--- config.mk ---
export PLATFORM = sky130hd
export DESIGN_NAME = taylor_series_exp_sin_evaluator_flat
export DESIGN_NICKNAME = d
export VERILOG_FILES = /design/src/sv/tses_pkg.sv /design/src/sv/tses_if.sv /design/src/sv/tses_rom.sv /design/src/sv/tses_div.sv /design/src/sv/tses_dp.sv /design/src/sv/taylor_series_exp_sin_evaluator.sv /design/src/flat_wrapper.sv
export SDC_FILE = /design/constraint.sdc
export NUM_CORES = 2
export LEC_CHECK = 0
export BUFFER_PORTS_ARGS = -buffer_cell sky130_fd_sc_hd__buf_2
export CORE_MARGIN = 3
export CORE_UTILIZATION = 55
export CTS_BUF_LIST = sky130_fd_sc_hd__clkbuf_16
export CTS_CLUSTER_DIAMETER = 200
export DETAILED_ROUTE_END_ITERATION = 7
export GPL_TIMING_DRIVEN = 0
export PLACE_DENSITY = 0.72
export SLEW_MARGIN = 10
export SYNTH_ARGS = -nofsm -noshare
export SYNTH_HDL_FRONTEND = slang
export SYNTH_SLANG_ARGS = --single-unit
export TNS_END_PERCENT = 1
--- constraint.sdc ---
create_clock -name clk -period 14.1 [get_ports clk]
set_clock_uncertainty 0.15 [all_clocks]
set_input_delay 2.82 -clock clk [delete_from_list [all_inputs] [get_ports clk]]
set_output_delay 2.82 -clock clk [all_outputs]
set_load 0.02 [all_outputs]
--- src/sv/tses_pkg.sv ---
`timescale 1ns / 1ps
`default_nettype none
// ----------------------------------------------------------------------------
// tses_pkg
// Shared types, constants and term helpers for the series evaluator.
// ----------------------------------------------------------------------------
package tses_pkg;

  localparam int X_W          = 18;
  localparam int X_FRAC_BITS  = 16;
  localparam int XMAG_W       = 17;
  localparam int P_W          = 31;
  localparam int TI_W         = 7;
  localparam int IDX_OUT_W    = 5;
  localparam int VAL_W        = 32;
  localparam int EST_W        = 24;
  localparam int TOL_W        = 16;
  localparam int TCNT_W       = 5;
  localparam int CFG_ADDR_W   = 2;
  localparam int CFG_DATA_W   = 16;
  localparam int MUL_A_W      = 32;
  localparam int MUL_B_W      = 17;
  localparam int PROD_W       = 49;
  localparam int DIV_R_W      = 33;
  localparam int DIV_Q_W      = 32;
  localparam int DIV_N_W      = 6;
  localparam int PC_W         = 4;

  localparam logic signed [X_W-1:0] X_ONE = X_W'(64'd1 << X_FRAC_BITS);
  localparam logic [VAL_W-1:0] POS_MAX = 32'h7FFF_FFFF;
  localparam logic [VAL_W-1:0] NEG_MAG = 32'h8000_0000;
  localparam logic [EST_W-1:0] EST_MAX = 24'hFF_FFFF;
  localparam logic [DIV_N_W-1:0] N_DIV_STEPS   = 6'd32;
  localparam logic [DIV_N_W-1:0] EST_DIV_STEPS = 6'd24;

  localparam logic TOL_RESET_UNUSED = 1'b0;
  localparam logic [TCNT_W-1:0] TCNT_RESET = 5'd7;
  localparam logic [TOL_W-1:0]  TOL_RESET  = 16'd66;

  typedef enum logic [CFG_ADDR_W-1:0] {
    CFG_STOP_MODE  = 2'd0,
    CFG_TERM_COUNT = 2'd1,
    CFG_TOLERANCE  = 2'd2
  } cfg_reg_t;

  typedef enum logic [3:0] {
    OP_NOP,
    OP_LOAD,
    OP_TERM,
    OP_ADD,
    OP_DIVWAIT,
    OP_NEXT,
    OP_EST,
    OP_EMIT,
    OP_ZERO
  } op_t;

  typedef enum logic [2:0] {
    COND_NEXT,
    COND_JUMP,
    COND_X_ZERO,
    COND_EST_SAT,
    COND_MORE
  } cond_t;

  typedef enum logic [PC_W-1:0] {
    ST_IDLE,
    ST_TERM,
    ST_ADD,
    ST_DIVN,
    ST_NEXT,
    ST_EST,
    ST_DIVE,
    ST_EMIT,
    ST_DONE,
    ST_ZERO
  } step_t;

  typedef struct packed {
    op_t   op;
    cond_t cond;
    step_t target;
  } ctrl_t;

  typedef struct packed {
    logic stall;
    logic x_zero;
    logic est_sat;
    logic last;
  } status_t;

  typedef struct packed {
    logic                 start;
    logic [DIV_R_W-1:0]   rem;
    logic [DIV_Q_W-1:0]   quo;
    logic [DIV_Q_W-1:0]   divisor;
    logic [DIV_N_W-1:0]   steps;
  } div_req_t;

  // sign of term idx given the sign of x^(idx+1)/idx!
  function automatic logic term_neg(input logic pneg, input logic [TI_W-1:0] idx);
    term_neg = pneg ^ (idx[2:0] >= 3'd5);
  endfunction

  // saturated magnitude of term idx, Q3.28, from x^(idx+1)/idx! in Q1.30
  function automatic logic [VAL_W-1:0] term_mag(input logic [P_W-1:0] pmag,
                                                input logic pneg,
                                                input logic [TI_W-1:0] idx);
    logic [63:0]      wide;
    logic [63:0]      v;
    logic [VAL_W-1:0] cap;
    wide = {33'd0, pmag} << idx[TI_W-1:1];
    v    = (wide + 64'd2) >> 2;
    cap  = term_neg(pneg, idx) ? NEG_MAG : POS_MAX;
    if (idx[1:0] == 2'd0) begin
      term_mag = '0;
    end else if (v > {32'd0, cap}) begin
      term_mag = cap;
    end else begin
      term_mag = v[VAL_W-1:0];
    end
  endfunction

endpackage
`default_nettype wire

--- src/sv/tses_if.sv ---
`timescale 1ns / 1ps
`default_nettype none
// ----------------------------------------------------------------------------
// tses_in_if / tses_out_if
// Valid/ready channels for the argument and for the per-term results.
// ----------------------------------------------------------------------------
interface tses_in_if;
  import tses_pkg::*;
  logic                    valid;
  logic                    ready;
  logic signed [X_W-1:0]   x_value;

  modport source (output valid, output x_value, input ready);
  modport sink   (input valid, input x_value, output ready);
endinterface

interface tses_out_if;
  import tses_pkg::*;
  logic                      valid;
  logic                      ready;
  logic [IDX_OUT_W-1:0]      term_index;
  logic signed [VAL_W-1:0]   term_value;
  logic signed [VAL_W-1:0]   running_sum;
  logic [EST_W-1:0]          error_estimate;
  logic                      last_term;

  modport source (output valid, output term_index, output term_value,
                  output running_sum, output error_estimate, output last_term,
                  input ready);
  modport sink   (input valid, input term_index, input term_value,
                  input running_sum, input error_estimate, input last_term,
                  output ready);
endinterface
`default_nettype wire

--- src/sv/tses_rom.sv ---
`timescale 1ns / 1ps
`default_nettype none
// ----------------------------------------------------------------------------
// tses_rom
// Microcode program: one control word per step of the sequencer.
// ----------------------------------------------------------------------------
module tses_rom (
  input  tses_pkg::step_t pc,
  output tses_pkg::ctrl_t ctrl
);
  import tses_pkg::*;

  always_comb begin
    case (pc)
      ST_IDLE: ctrl = '{op: OP_LOAD,    cond: COND_X_ZERO,  target: ST_ZERO};
      ST_TERM: ctrl = '{op: OP_TERM,    cond: COND_NEXT,    target: ST_IDLE};
      ST_ADD:  ctrl = '{op: OP_ADD,     cond: COND_NEXT,    target: ST_IDLE};
      ST_DIVN: ctrl = '{op: OP_DIVWAIT, cond: COND_NEXT,    target: ST_IDLE};
      ST_NEXT: ctrl = '{op: OP_NEXT,    cond: COND_NEXT,    target: ST_IDLE};
      // skip the divide when the estimate saturates
      ST_EST:  ctrl = '{op: OP_EST,     cond: COND_EST_SAT, target: ST_EMIT};
      ST_DIVE: ctrl = '{op: OP_DIVWAIT, cond: COND_NEXT,    target: ST_IDLE};
      ST_EMIT: ctrl = '{op: OP_EMIT,    cond: COND_MORE,    target: ST_TERM};
      ST_DONE: ctrl = '{op: OP_NOP,     cond: COND_JUMP,    target: ST_IDLE};
      ST_ZERO: ctrl = '{op: OP_ZERO,    cond: COND_JUMP,    target: ST_IDLE};
      default: ctrl = '{op: OP_NOP,     cond: COND_JUMP,    target: ST_IDLE};
    endcase
  end

endmodule
`default_nettype wire

--- src/sv/tses_div.sv ---
`timescale 1ns / 1ps
`default_nettype none
// ----------------------------------------------------------------------------
// tses_div
// Restoring shift-subtract divider, one quotient bit per cycle.
// ----------------------------------------------------------------------------
module tses_div (
  input  logic                             clk,
  input  logic                             rst_n,
  input  tses_pkg::div_req_t               req,
  output logic                             busy,
  output logic [tses_pkg::DIV_Q_W-1:0]     quo
);
  import tses_pkg::*;

  logic [DIV_R_W-1:0] rem_r;
  logic [DIV_Q_W-1:0] quo_r;
  logic [DIV_Q_W-1:0] dsr_r;
  logic [DIV_N_W-1:0] cnt_r;
  logic [DIV_R_W-1:0] shifted;
  logic [DIV_R_W-1:0] diff;
  logic               ge;

  assign busy = (cnt_r != '0);
  assign quo  = quo_r;

  always_comb begin
    shifted = {rem_r[DIV_R_W-2:0], quo_r[DIV_Q_W-1]};
    ge      = (shifted >= {1'b0, dsr_r});
    diff    = shifted - {1'b0, dsr_r};
  end

  always_ff @(posedge clk) begin
    if (!rst_n) begin
      cnt_r <= '0;
    end else if (req.start) begin
      cnt_r <= req.steps;
    end else if (busy) begin
      cnt_r <= cnt_r - 1'b1;
    end
  end

  always_ff @(posedge clk) begin
    if (req.start) begin
      rem_r <= req.rem;
      quo_r <= req.quo;
      dsr_r <= req.divisor;
    end else if (busy) begin
      rem_r <= ge ? diff : shifted;
      quo_r <= {quo_r[DIV_Q_W-2:0], ge};
    end
  end

endmodule
`default_nettype wire

--- src/sv/tses_dp.sv ---
`timescale 1ns / 1ps
`default_nettype none
// ----------------------------------------------------------------------------
// tses_dp
// Datapath: configuration, term and sum registers, shared multiplier,
// divider and the output register; the control word drives all but the configuration.
// ----------------------------------------------------------------------------
module tses_dp #(
  parameter int MAX_TERMS = 32
) (
  input  logic                               clk,
  input  logic                               rst_n,
  input  tses_pkg::ctrl_t                    ctrl,
  output tses_pkg::status_t                  st,
  tses_in_if.sink                            in_ch,
  tses_out_if.source                         out_ch,
  input  logic                               cfg_we,
  input  logic [tses_pkg::CFG_ADDR_W-1:0]    cfg_addr,
  input  logic [tses_pkg::CFG_DATA_W-1:0]    cfg_wdata
);
  import tses_pkg::*;

  localparam int CW = ($clog2(MAX_TERMS + 1) > 6) ? $clog2(MAX_TERMS + 1) : 6;

  // configuration
  logic              stop_mode_r;
  logic [TCNT_W-1:0] term_count_r;
  logic [TOL_W-1:0]  tol_r;

  // run state
  logic [XMAG_W-1:0]       xmag_r;
  logic                    xneg_r;
  logic [P_W-1:0]          pmag_r;
  logic                    pneg_r;
  logic [P_W-1:0]          nmag_r;
  logic                    nneg_r;
  logic [CW-1:0]           idx_r;
  logic [CW-1:0]           limit_r;
  logic signed [VAL_W-1:0] term_r;
  logic signed [VAL_W-1:0] sum_r;
  logic [VAL_W-1:0]        anext_r;
  logic [VAL_W-1:0]        asum_r;
  logic [PROD_W-1:0]       prod_r;
  logic                    est_sat_r;

  // output register
  logic                    out_valid_r;
  logic [IDX_OUT_W-1:0]    out_index_r;
  logic signed [VAL_W-1:0] out_term_r;
  logic signed [VAL_W-1:0] out_sum_r;
  logic [EST_W-1:0]        out_est_r;
  logic                    out_last_r;

  logic signed [X_W-1:0]   xc;
  logic [X_W-1:0]          xabs;
  logic                    x_zero;
  logic [CW-1:0]           cnt1;
  logic [CW-1:0]           lim;
  logic [CW-1:0]           idx_p1;
  logic [VAL_W-1:0]        t_mag;
  logic signed [VAL_W-1:0] term_val;
  logic signed [VAL_W:0]   sum_w;
  logic signed [VAL_W-1:0] sum_sat;
  logic [PROD_W-1:0]       dvd_w;
  logic [P_W-1:0]          n_mag;
  logic                    n_neg;
  logic [VAL_W-1:0]        a_next;
  logic [VAL_W-1:0]        a_sum;
  logic [MUL_A_W-1:0]      mul_a;
  logic [MUL_B_W-1:0]      mul_b;
  logic [PROD_W-1:0]       prod_c;
  logic                    est_sat;
  logic                    last;
  logic                    out_free;
  logic                    div_busy;
  logic [DIV_Q_W-1:0]      div_quo;
  div_req_t                div_req;

  // argument clamp to +-1.0
  always_comb begin
    if (in_ch.x_value > X_ONE) begin
      xc = X_ONE;
    end else if (in_ch.x_value < -X_ONE) begin
      xc = -X_ONE;
    end else begin
      xc = in_ch.x_value;
    end
    xabs   = xc[X_W-1] ? X_W'(-xc) : X_W'(xc);
    x_zero = (xc == '0);
  end

  always_comb begin
    cnt1   = CW'(term_count_r) + CW'(1);
    if (stop_mode_r || (cnt1 >= CW'(MAX_TERMS))) begin
      lim = CW'(MAX_TERMS);
    end else begin
      lim = cnt1;
    end
    idx_p1 = idx_r + CW'(1);
  end

  always_comb begin
    t_mag    = term_mag(pmag_r, pneg_r, TI_W'(idx_r));
    term_val = term_neg(pneg_r, TI_W'(idx_r)) ? -$signed(t_mag) : $signed(t_mag);
    sum_w    = {sum_r[VAL_W-1], sum_r} + {term_r[VAL_W-1], term_r};
    if (sum_w[VAL_W] != sum_w[VAL_W-1]) begin
      sum_sat = sum_w[VAL_W] ? $signed(NEG_MAG) : $signed(POS_MAX);
    end else begin
      sum_sat = sum_w[VAL_W-1:0];
    end
    // p*x / 2^frac divided by i+1, rounded to nearest by a half-divisor offset
    dvd_w  = prod_r + (PROD_W'(idx_p1) << (X_FRAC_BITS - 1));
    n_mag  = div_quo[P_W-1:0];
    n_neg  = (n_mag != '0) && (pneg_r != xneg_r);
    a_next = term_mag(n_mag, n_neg, TI_W'(idx_p1));
    a_sum  = sum_r[VAL_W-1] ? (VAL_W'(0) - $unsigned(sum_r)) : $unsigned(sum_r);
  end

  always_comb begin
    if (ctrl.op == OP_EST) begin
      mul_a = asum_r;
      mul_b = {1'b0, tol_r};
    end else begin
      mul_a = {1'b0, pmag_r};
      mul_b = xmag_r;
    end
    prod_c = PROD_W'(mul_a) * PROD_W'(mul_b);
  end

  always_comb begin
    est_sat  = (asum_r == '0) || ({8'd0, anext_r} >= {asum_r, 8'd0});
    last     = (idx_p1 >= limit_r) ||
               (stop_mode_r && ({1'b0, anext_r, 16'd0} <= prod_r));
    out_free = !out_valid_r || out_ch.ready;
  end

  always_comb begin
    div_req.start = (ctrl.op == OP_ADD) || ((ctrl.op == OP_EST) && !est_sat);
    if (ctrl.op == OP_EST) begin
      div_req.rem     = {9'd0, anext_r[VAL_W-1:8]};
      div_req.quo     = {anext_r[7:0], 24'd0};
      div_req.divisor = asum_r;
      div_req.steps   = EST_DIV_STEPS;
    end else begin
      div_req.rem     = '0;
      div_req.quo     = dvd_w[X_FRAC_BITS +: DIV_Q_W];
      div_req.divisor = DIV_Q_W'(idx_p1);
      div_req.steps   = N_DIV_STEPS;
    end
  end

  tses_div u_div (
    .clk   (clk),
    .rst_n (rst_n),
    .req   (div_req),
    .busy  (div_busy),
    .quo   (div_quo)
  );

  always_comb begin
    case (ctrl.op)
      OP_LOAD:    st.stall = !in_ch.valid;
      OP_DIVWAIT: st.stall = div_busy;
      OP_EMIT:    st.stall = !out_free;
      OP_ZERO:    st.stall = !out_free;
      default:    st.stall = 1'b0;
    endcase
    st.x_zero  = x_zero;
    st.est_sat = est_sat;
    st.last    = last;
  end

  assign in_ch.ready           = (ctrl.op == OP_LOAD);
  assign out_ch.valid          = out_valid_r;
  assign out_ch.term_index     = out_index_r;
  assign out_ch.term_value     = out_term_r;
  assign out_ch.running_sum    = out_sum_r;
  assign out_ch.error_estimate = out_est_r;
  assign out_ch.last_term      = out_last_r;

  always_ff @(posedge clk) begin
    if (!rst_n) begin
      stop_mode_r  <= TOL_RESET_UNUSED;
      term_count_r <= TCNT_RESET;
      tol_r        <= TOL_RESET;
    end else if (cfg_we) begin
      case (cfg_addr)
        CFG_STOP_MODE:  stop_mode_r  <= cfg_wdata[0];
        CFG_TERM_COUNT: term_count_r <= cfg_wdata[TCNT_W-1:0];
        CFG_TOLERANCE:  tol_r        <= cfg_wdata[TOL_W-1:0];
        default:        stop_mode_r  <= stop_mode_r;
      endcase
    end
  end

  always_ff @(posedge clk) begin
    if (!rst_n) begin
      out_valid_r <= 1'b0;
    end else if (((ctrl.op == OP_EMIT) || (ctrl.op == OP_ZERO)) && out_free) begin
      out_valid_r <= 1'b1;
    end else if (out_ch.ready) begin
      out_valid_r <= 1'b0;
    end
  end

  always_ff @(posedge clk) begin
    case (ctrl.op)
      OP_LOAD: begin
        xmag_r  <= xabs[XMAG_W-1:0];
        xneg_r  <= xc[X_W-1];
        pmag_r  <= P_W'(xabs[XMAG_W-1:0]) << (30 - X_FRAC_BITS);
        pneg_r  <= xc[X_W-1];
        idx_r   <= '0;
        limit_r <= lim;
        sum_r   <= '0;
      end
      OP_TERM: begin
        term_r <= term_val;
        prod_r <= prod_c;
      end
      OP_ADD: begin
        sum_r <= sum_sat;
      end
      OP_NEXT: begin
        nmag_r  <= n_mag;
        nneg_r  <= n_neg;
        anext_r <= a_next;
        asum_r  <= a_sum;
      end
      OP_EST: begin
        prod_r    <= prod_c;
        est_sat_r <= est_sat;
      end
      OP_EMIT: begin
        if (out_free) begin
          out_index_r <= idx_r[IDX_OUT_W-1:0];
          out_term_r  <= term_r;
          out_sum_r   <= sum_r;
          out_est_r   <= est_sat_r ? EST_MAX : div_quo[EST_W-1:0];
          out_last_r  <= last;
          pmag_r      <= nmag_r;
          pneg_r      <= nneg_r;
          idx_r       <= idx_p1;
        end
      end
      OP_ZERO: begin
        if (out_free) begin
          out_index_r <= '0;
          out_term_r  <= '0;
          out_sum_r   <= '0;
          out_est_r   <= '0;
          out_last_r  <= 1'b1;
        end
      end
      default: begin
        idx_r <= idx_r;
      end
    endcase
  end

endmodule
`default_nettype wire

--- src/sv/taylor_series_exp_sin_evaluator.sv ---
`timescale 1ns / 1ps
`default_nettype none
// ----------------------------------------------------------------------------
// taylor_series_exp_sin_evaluator
// Series evaluator for x*e^x*sin(x) with one result per summed term.
// ----------------------------------------------------------------------------
// in_ch carries one Q1.16 argument per item; out_ch returns one item per
// term: index, term, saturating running sum, |next term / sum| and a last
// flag on the final item of the run. cfg_we/cfg_addr/cfg_wdata write
// stop_mode (0), term_count (1) and tolerance (2); write them while idle.
// A microcoded sequencer runs a ten-step program over one multiplier and
// one shift-subtract divider. Each term runs the 32-step divide that gives
// the next power-over-factorial, the 24-step estimate divide and five other
// steps; a term whose estimate saturates skips the estimate divide. A zero
// argument goes from the idle step to the zero step, which registers one
// all-zero item flagged as last. The next argument is taken only after the
// last item of a run is in the output register.
// The output register holds a result until out_ch.ready; while it waits,
// the sequencer stalls at its next emit or zero step. Reset (synchronous, rst_n
// low) empties the output register, returns the program to its idle step
// and restores stop_mode 0, term_count 7, tolerance 66.
// ----------------------------------------------------------------------------
module taylor_series_exp_sin_evaluator #(
  parameter int MAX_TERMS = 32
) (
  input  logic                               clk,
  input  logic                               rst_n,
  tses_in_if.sink                            in_ch,
  tses_out_if.source                         out_ch,
  input  logic                               cfg_we,
  input  logic [tses_pkg::CFG_ADDR_W-1:0]    cfg_addr,
  input  logic [tses_pkg::CFG_DATA_W-1:0]    cfg_wdata
);
  import tses_pkg::*;

  step_t   pc_r;
  step_t   pc_nxt;
  step_t   pc_inc;
  ctrl_t   ctrl;
  status_t st;

  tses_rom u_rom (
    .pc   (pc_r),
    .ctrl (ctrl)
  );

  tses_dp #(
    .MAX_TERMS (MAX_TERMS)
  ) u_dp (
    .clk       (clk),
    .rst_n     (rst_n),
    .ctrl      (ctrl),
    .st        (st),
    .in_ch     (in_ch),
    .out_ch    (out_ch),
    .cfg_we    (cfg_we),
    .cfg_addr  (cfg_addr),
    .cfg_wdata (cfg_wdata)
  );

  assign pc_inc = step_t'(pc_r + 1'b1);

  always_comb begin
    pc_nxt = pc_r;
    if (!st.stall) begin
      case (ctrl.cond)
        COND_NEXT:    pc_nxt = pc_inc;
        COND_JUMP:    pc_nxt = ctrl.target;
        COND_X_ZERO:  pc_nxt = st.x_zero ? ctrl.target : pc_inc;
        COND_EST_SAT: pc_nxt = st.est_sat ? ctrl.target : pc_inc;
        COND_MORE:    pc_nxt = st.last ? pc_inc : ctrl.target;
        default:      pc_nxt = ST_IDLE;
      endcase
    end
  end

  always_ff @(posedge clk) begin
    if (!rst_n) begin
      pc_r <= ST_IDLE;
    end else begin
      pc_r <= pc_nxt;
    end
  end

endmodule
`default_nettype wire

--- src/flat_wrapper.sv ---
// flat-port wrapper written by rule: the top's interface ports become plain ports
module taylor_series_exp_sin_evaluator_flat import tses_pkg::*;
#(
  parameter int MAX_TERMS = 32
)
  (clk, rst_n, cfg_we, cfg_addr, cfg_wdata, in_ch_valid, in_ch_x_value, in_ch_ready, out_ch_valid, out_ch_term_index, out_ch_term_value, out_ch_running_sum, out_ch_error_estimate, out_ch_last_term, out_ch_ready);
  tses_in_if in_ch_i ();
  tses_out_if out_ch_i ();
  input  logic clk;
  input  logic rst_n;
  input  logic cfg_we;
  input  logic [tses_pkg::CFG_ADDR_W-1:0] cfg_addr;
  input  logic [tses_pkg::CFG_DATA_W-1:0] cfg_wdata;
  input wire logic [$bits(in_ch_i.valid)-1:0] in_ch_valid;
  input wire logic [$bits(in_ch_i.x_value)-1:0] in_ch_x_value;
  output wire logic [$bits(in_ch_i.ready)-1:0] in_ch_ready;
  output wire logic [$bits(out_ch_i.valid)-1:0] out_ch_valid;
  output wire logic [$bits(out_ch_i.term_index)-1:0] out_ch_term_index;
  output wire logic [$bits(out_ch_i.term_value)-1:0] out_ch_term_value;
  output wire logic [$bits(out_ch_i.running_sum)-1:0] out_ch_running_sum;
  output wire logic [$bits(out_ch_i.error_estimate)-1:0] out_ch_error_estimate;
  output wire logic [$bits(out_ch_i.last_term)-1:0] out_ch_last_term;
  input wire logic [$bits(out_ch_i.ready)-1:0] out_ch_ready;
  assign in_ch_i.valid = in_ch_valid;
  assign in_ch_i.x_value = in_ch_x_value;
  assign in_ch_ready = in_ch_i.ready;
  assign out_ch_valid = out_ch_i.valid;
  assign out_ch_term_index = out_ch_i.term_index;
  assign out_ch_term_value = out_ch_i.term_value;
  assign out_ch_running_sum = out_ch_i.running_sum;
  assign out_ch_error_estimate = out_ch_i.error_estimate;
  assign out_ch_last_term = out_ch_i.last_term;
  assign out_ch_i.ready = out_ch_ready;
  taylor_series_exp_sin_evaluator #(.MAX_TERMS(MAX_TERMS)) u_core (.clk(clk), .rst_n(rst_n), .in_ch(in_ch_i), .out_ch(out_ch_i), .cfg_we(cfg_we), .cfg_addr(cfg_addr), .cfg_wdata(cfg_wdata));
endmodule
==> flow_summary.toml <==
[grt]
gr-usage-met1 = 0.538
grt_pass1_vias = 43002
antenna_found_initial = 12
track_usage = 0.385
grt_max_degree = 49
grt.busiest_layer = "met2"
grt_use_met2 = 0.561
globalRouteMet3Util = 0.105
grt_pass1_wl_mm = 280
grt_remaining_overflow = 0

[logic_synthesis]
synthSimpleGateAreaFrac = 0.166
synth_async_sr_flop_share = 0
syn_area_um2 = 52000
synth_top_family_by_area = "adder cells"
yosysMostFrequentCell = "nand2_1"
synthTopCellsByCount = "707 x nand2_1, 705 x inv_1, 522 x nor2_1"
ys_ff_latch = 505
muxShareOfSynthArea = 0.0598
netlist_instances = 5604
netlist.area_leader.share = 0.267
yosysSeqAreaShare = 0.284
synth_edf_count = 462
syn_avg_cell_area_um2 = 9.27
synth_ff_type = "edfxtp_1"
ys_warn_count = 0
synth_area_leader_cell = "edfxtp_1"
synth_fa_ha_area_frac = 0.255
syn-num-nets = 6431
synth-compound-area-share = 0.122
ys_types = 103
synth_xor_area_frac = 0.0404
yosys-top-cells-area = "edfxtp_1 27%, fa_1 17%, ha_1 8.0%, nand2_1 5.1%, inv_1 5.1%"

[clock_network]
cts-root-to-sink-buffers = 3
ctsHoldBuffers = 0
htree_levels = 2
cts_buffers = 56
cts_setup_buffers = 0
insertion_delay_ps = 670
cts_tree = "done"
cts.root.buffer_cell = "clkbuf_16"
cts_resized = 0
path_clk_slew_ps = 60
cts.sinks = 505

[floorplanning]
io_pins = 137
die_y_um = 313
core_area_um2 = 93500
die-area_um2 = 98200
dieWidth_um = 313
rows = 112
start_util = 0.556

[outcome]
status = "finished with violations"
violations = "design-rule violations"

[route]
dr.pass1.iters = 8
drtAntennaViolNets = 0
num_vias = 44988
drc = 1
wl_per_cell_um = 26.8
routed_wl_mm = 191
routed_via_density = 6.31
drt-initial-drc-count = 5576

[critical_path]
critPathArrivalTime_ps = 11390
path_class = "reg2reg"
crit_fanout = 10
rr_endpoint = "u_core.u_dp.prod_r[47]"
crit_required_ps = 14390
reg2reg_slack_ps = 3000
slowest_stage = "a21oi_1"
worst_setup_path_end_kind = "flop"
crit_top_cell = "fa_1"
reg2reg_from = "u_core.u_rom.ctrl[8]"
critPathLaunchType = "flop"
slowest_delay_ps = 900
reg2reg_depth = 32

[final_layout]
layout-drive-gt1-share = 0.0779
post-route-util = 0.606
area_growth_pct = 8.95
nets = 6644

[placed_design]
port_buffers = 136
place.gp.congestion = 1.10
post-dp-hpwl_mm = 154

[timing]
rsz0062_at_grt = "false"
holdWs_ps = 333
hold_viol = 0
fmax_mhz = 90.1
worstMarginPinSlew_ps = 1330
setup_tns_ps = 0
min_period_ps = 11100
period_share = 0.787
final-setup-viol-count = 0
maxSlewHeadroom = 0.103
report.final.slew_viol_count = 0

[hold_path]
min_delay_worst_endpoint = "u_core.pc_r[0]"
hp-start = "u_core.u_rom.ctrl[0]"
whs_path_depth = 2
min_path_type = "reg2reg"

[run]
cap_viol_max_count = 0
-- layout make-up --
type,instances,area [um^2]
Fill cell,8186,36900
Multi-Input combinational cell,4114,33500
Sequential cell,505,14700
Inverter,713,2680
Tap cell,1254,1570
Clock buffer,56,1400
Buffer,272,1180
Timing Repair Buffer,155,1010
Clock inverter,49,571
Antenna cell,7,17.5
-- sequential cells by signal (all words and copies together), names as in the netlist, 10 cells and up --
| name | cells |
|---|---|
| u_core.u_dp.prod_r | 49 |
| u_core.u_rom.ctrl | 10 |
| u_core.u_dp.tol_r | 16 |
| u_core.u_dp.asum_r | 32 |
| u_core.u_dp.nmag_r | 31 |
| u_core.u_dp.term_r | 32 |
| u_core.u_dp.out_ch.running_sum | 32 |
| u_core.u_dp.xmag_r | 17 |
| u_core.u_dp.out_ch.term_value | 32 |
| u_core.u_dp.sum_r | 32 |
| u_core.u_dp.pmag_r | 31 |
| u_core.u_dp.u_div.quo | 32 |
| u_core.u_dp.anext_r | 32 |
| u_core.u_dp.out_ch.error_estimate | 24 |
| u_core.u_dp.u_div.rem_r | 32 |
| u_core.u_dp.u_div.dsr_r | 32 |
-- critical path: cells and delay by family, from the launching register on --
family | cells | cell delay (ps)
AO/OA/AOI/OAI | 10 | 2720
adder cells (fa/ha/maj) | 7 | 3810
buffers and inverters | 8 | 2000
AND/OR/NAND/NOR | 7 | 1900
flip-flops | 1 | 290
-- placed cells by master, fill, tap and decap left out, drive strengths merged, types with 25 or more instances in the layout --
master,instances
nor4,54
mux2i,134
o21a,41
a21oi,267
inv,719
nand4,44
edfxtp,462
nor2b,103
and3,58
o22ai,33
and2,64
dfxtp,43
nand3,84
ha,334
a21o,127
mux2,45
fa,452
nand2,708
xnor2,158
o21ai,221
a31oi,40
clkinv,25
o31ai,34
clkbuf,265
xor2,78
nor2,522
nand2b,55
mux4,56
nor3,87
buf,218
-- per-layer routing --
layer / share of wire / vias to the layer above / wire (um)
li1: - / 19528 / -
met1: 0.39 / 21924 / 75100
met2: 0.42 / 2970 / 80100
met3: 0.13 / 550 / 25400
met4: 0.053 / 16 / 10200
met5: 0.0012 / - / 225
-- kinds of logic after synthesis --
group,Yosys count
and+or+nand+nor,1875
buffers and inverters,985
AOI/OAI and AO/OA,981
adders and majority gates,786
DFF,505
xor gates and xnor gates,236
muxes,235
other,1
-- metrics by stage --
step | setup slack (ps) | instances | instance area [um^2]
final | 3000 | 7125 | 56600
after floorplan | 5670 | 5604 | 52000
after global placement | 3630 | 6994 | 54200
after global routing | 2640 | 7118 | 56600
after CTS | 3340 | 7118 | 56600
after detailed placement | 3370 | 7013 | 54600
-- how the worst max path moves through the flow --
stage / start / end / slack, ps / depth (start not counted)
floorplan: u_core.u_rom.ctrl[8] / u_core.u_dp.prod_r[47] / 5670 / 33
global placement: u_core.u_rom.ctrl[8] / u_core.u_dp.prod_r[47] / 3630 / 32
detailed placement: u_core.u_rom.ctrl[8] / u_core.u_dp.prod_r[47] / 3370 / 32
CTS: u_core.u_rom.ctrl[8] / u_core.u_dp.prod_r[47] / 3340 / 32
global route: u_core.u_rom.ctrl[8] / u_core.u_dp.prod_r[47] / 2640 / 32
finish: u_core.u_rom.ctrl[8] / u_core.u_dp.prod_r[47] / 3000 / 32
Power is not shown: default switching activity piles up to over one toggle a cycle in this logic, so the estimate is an artifact.
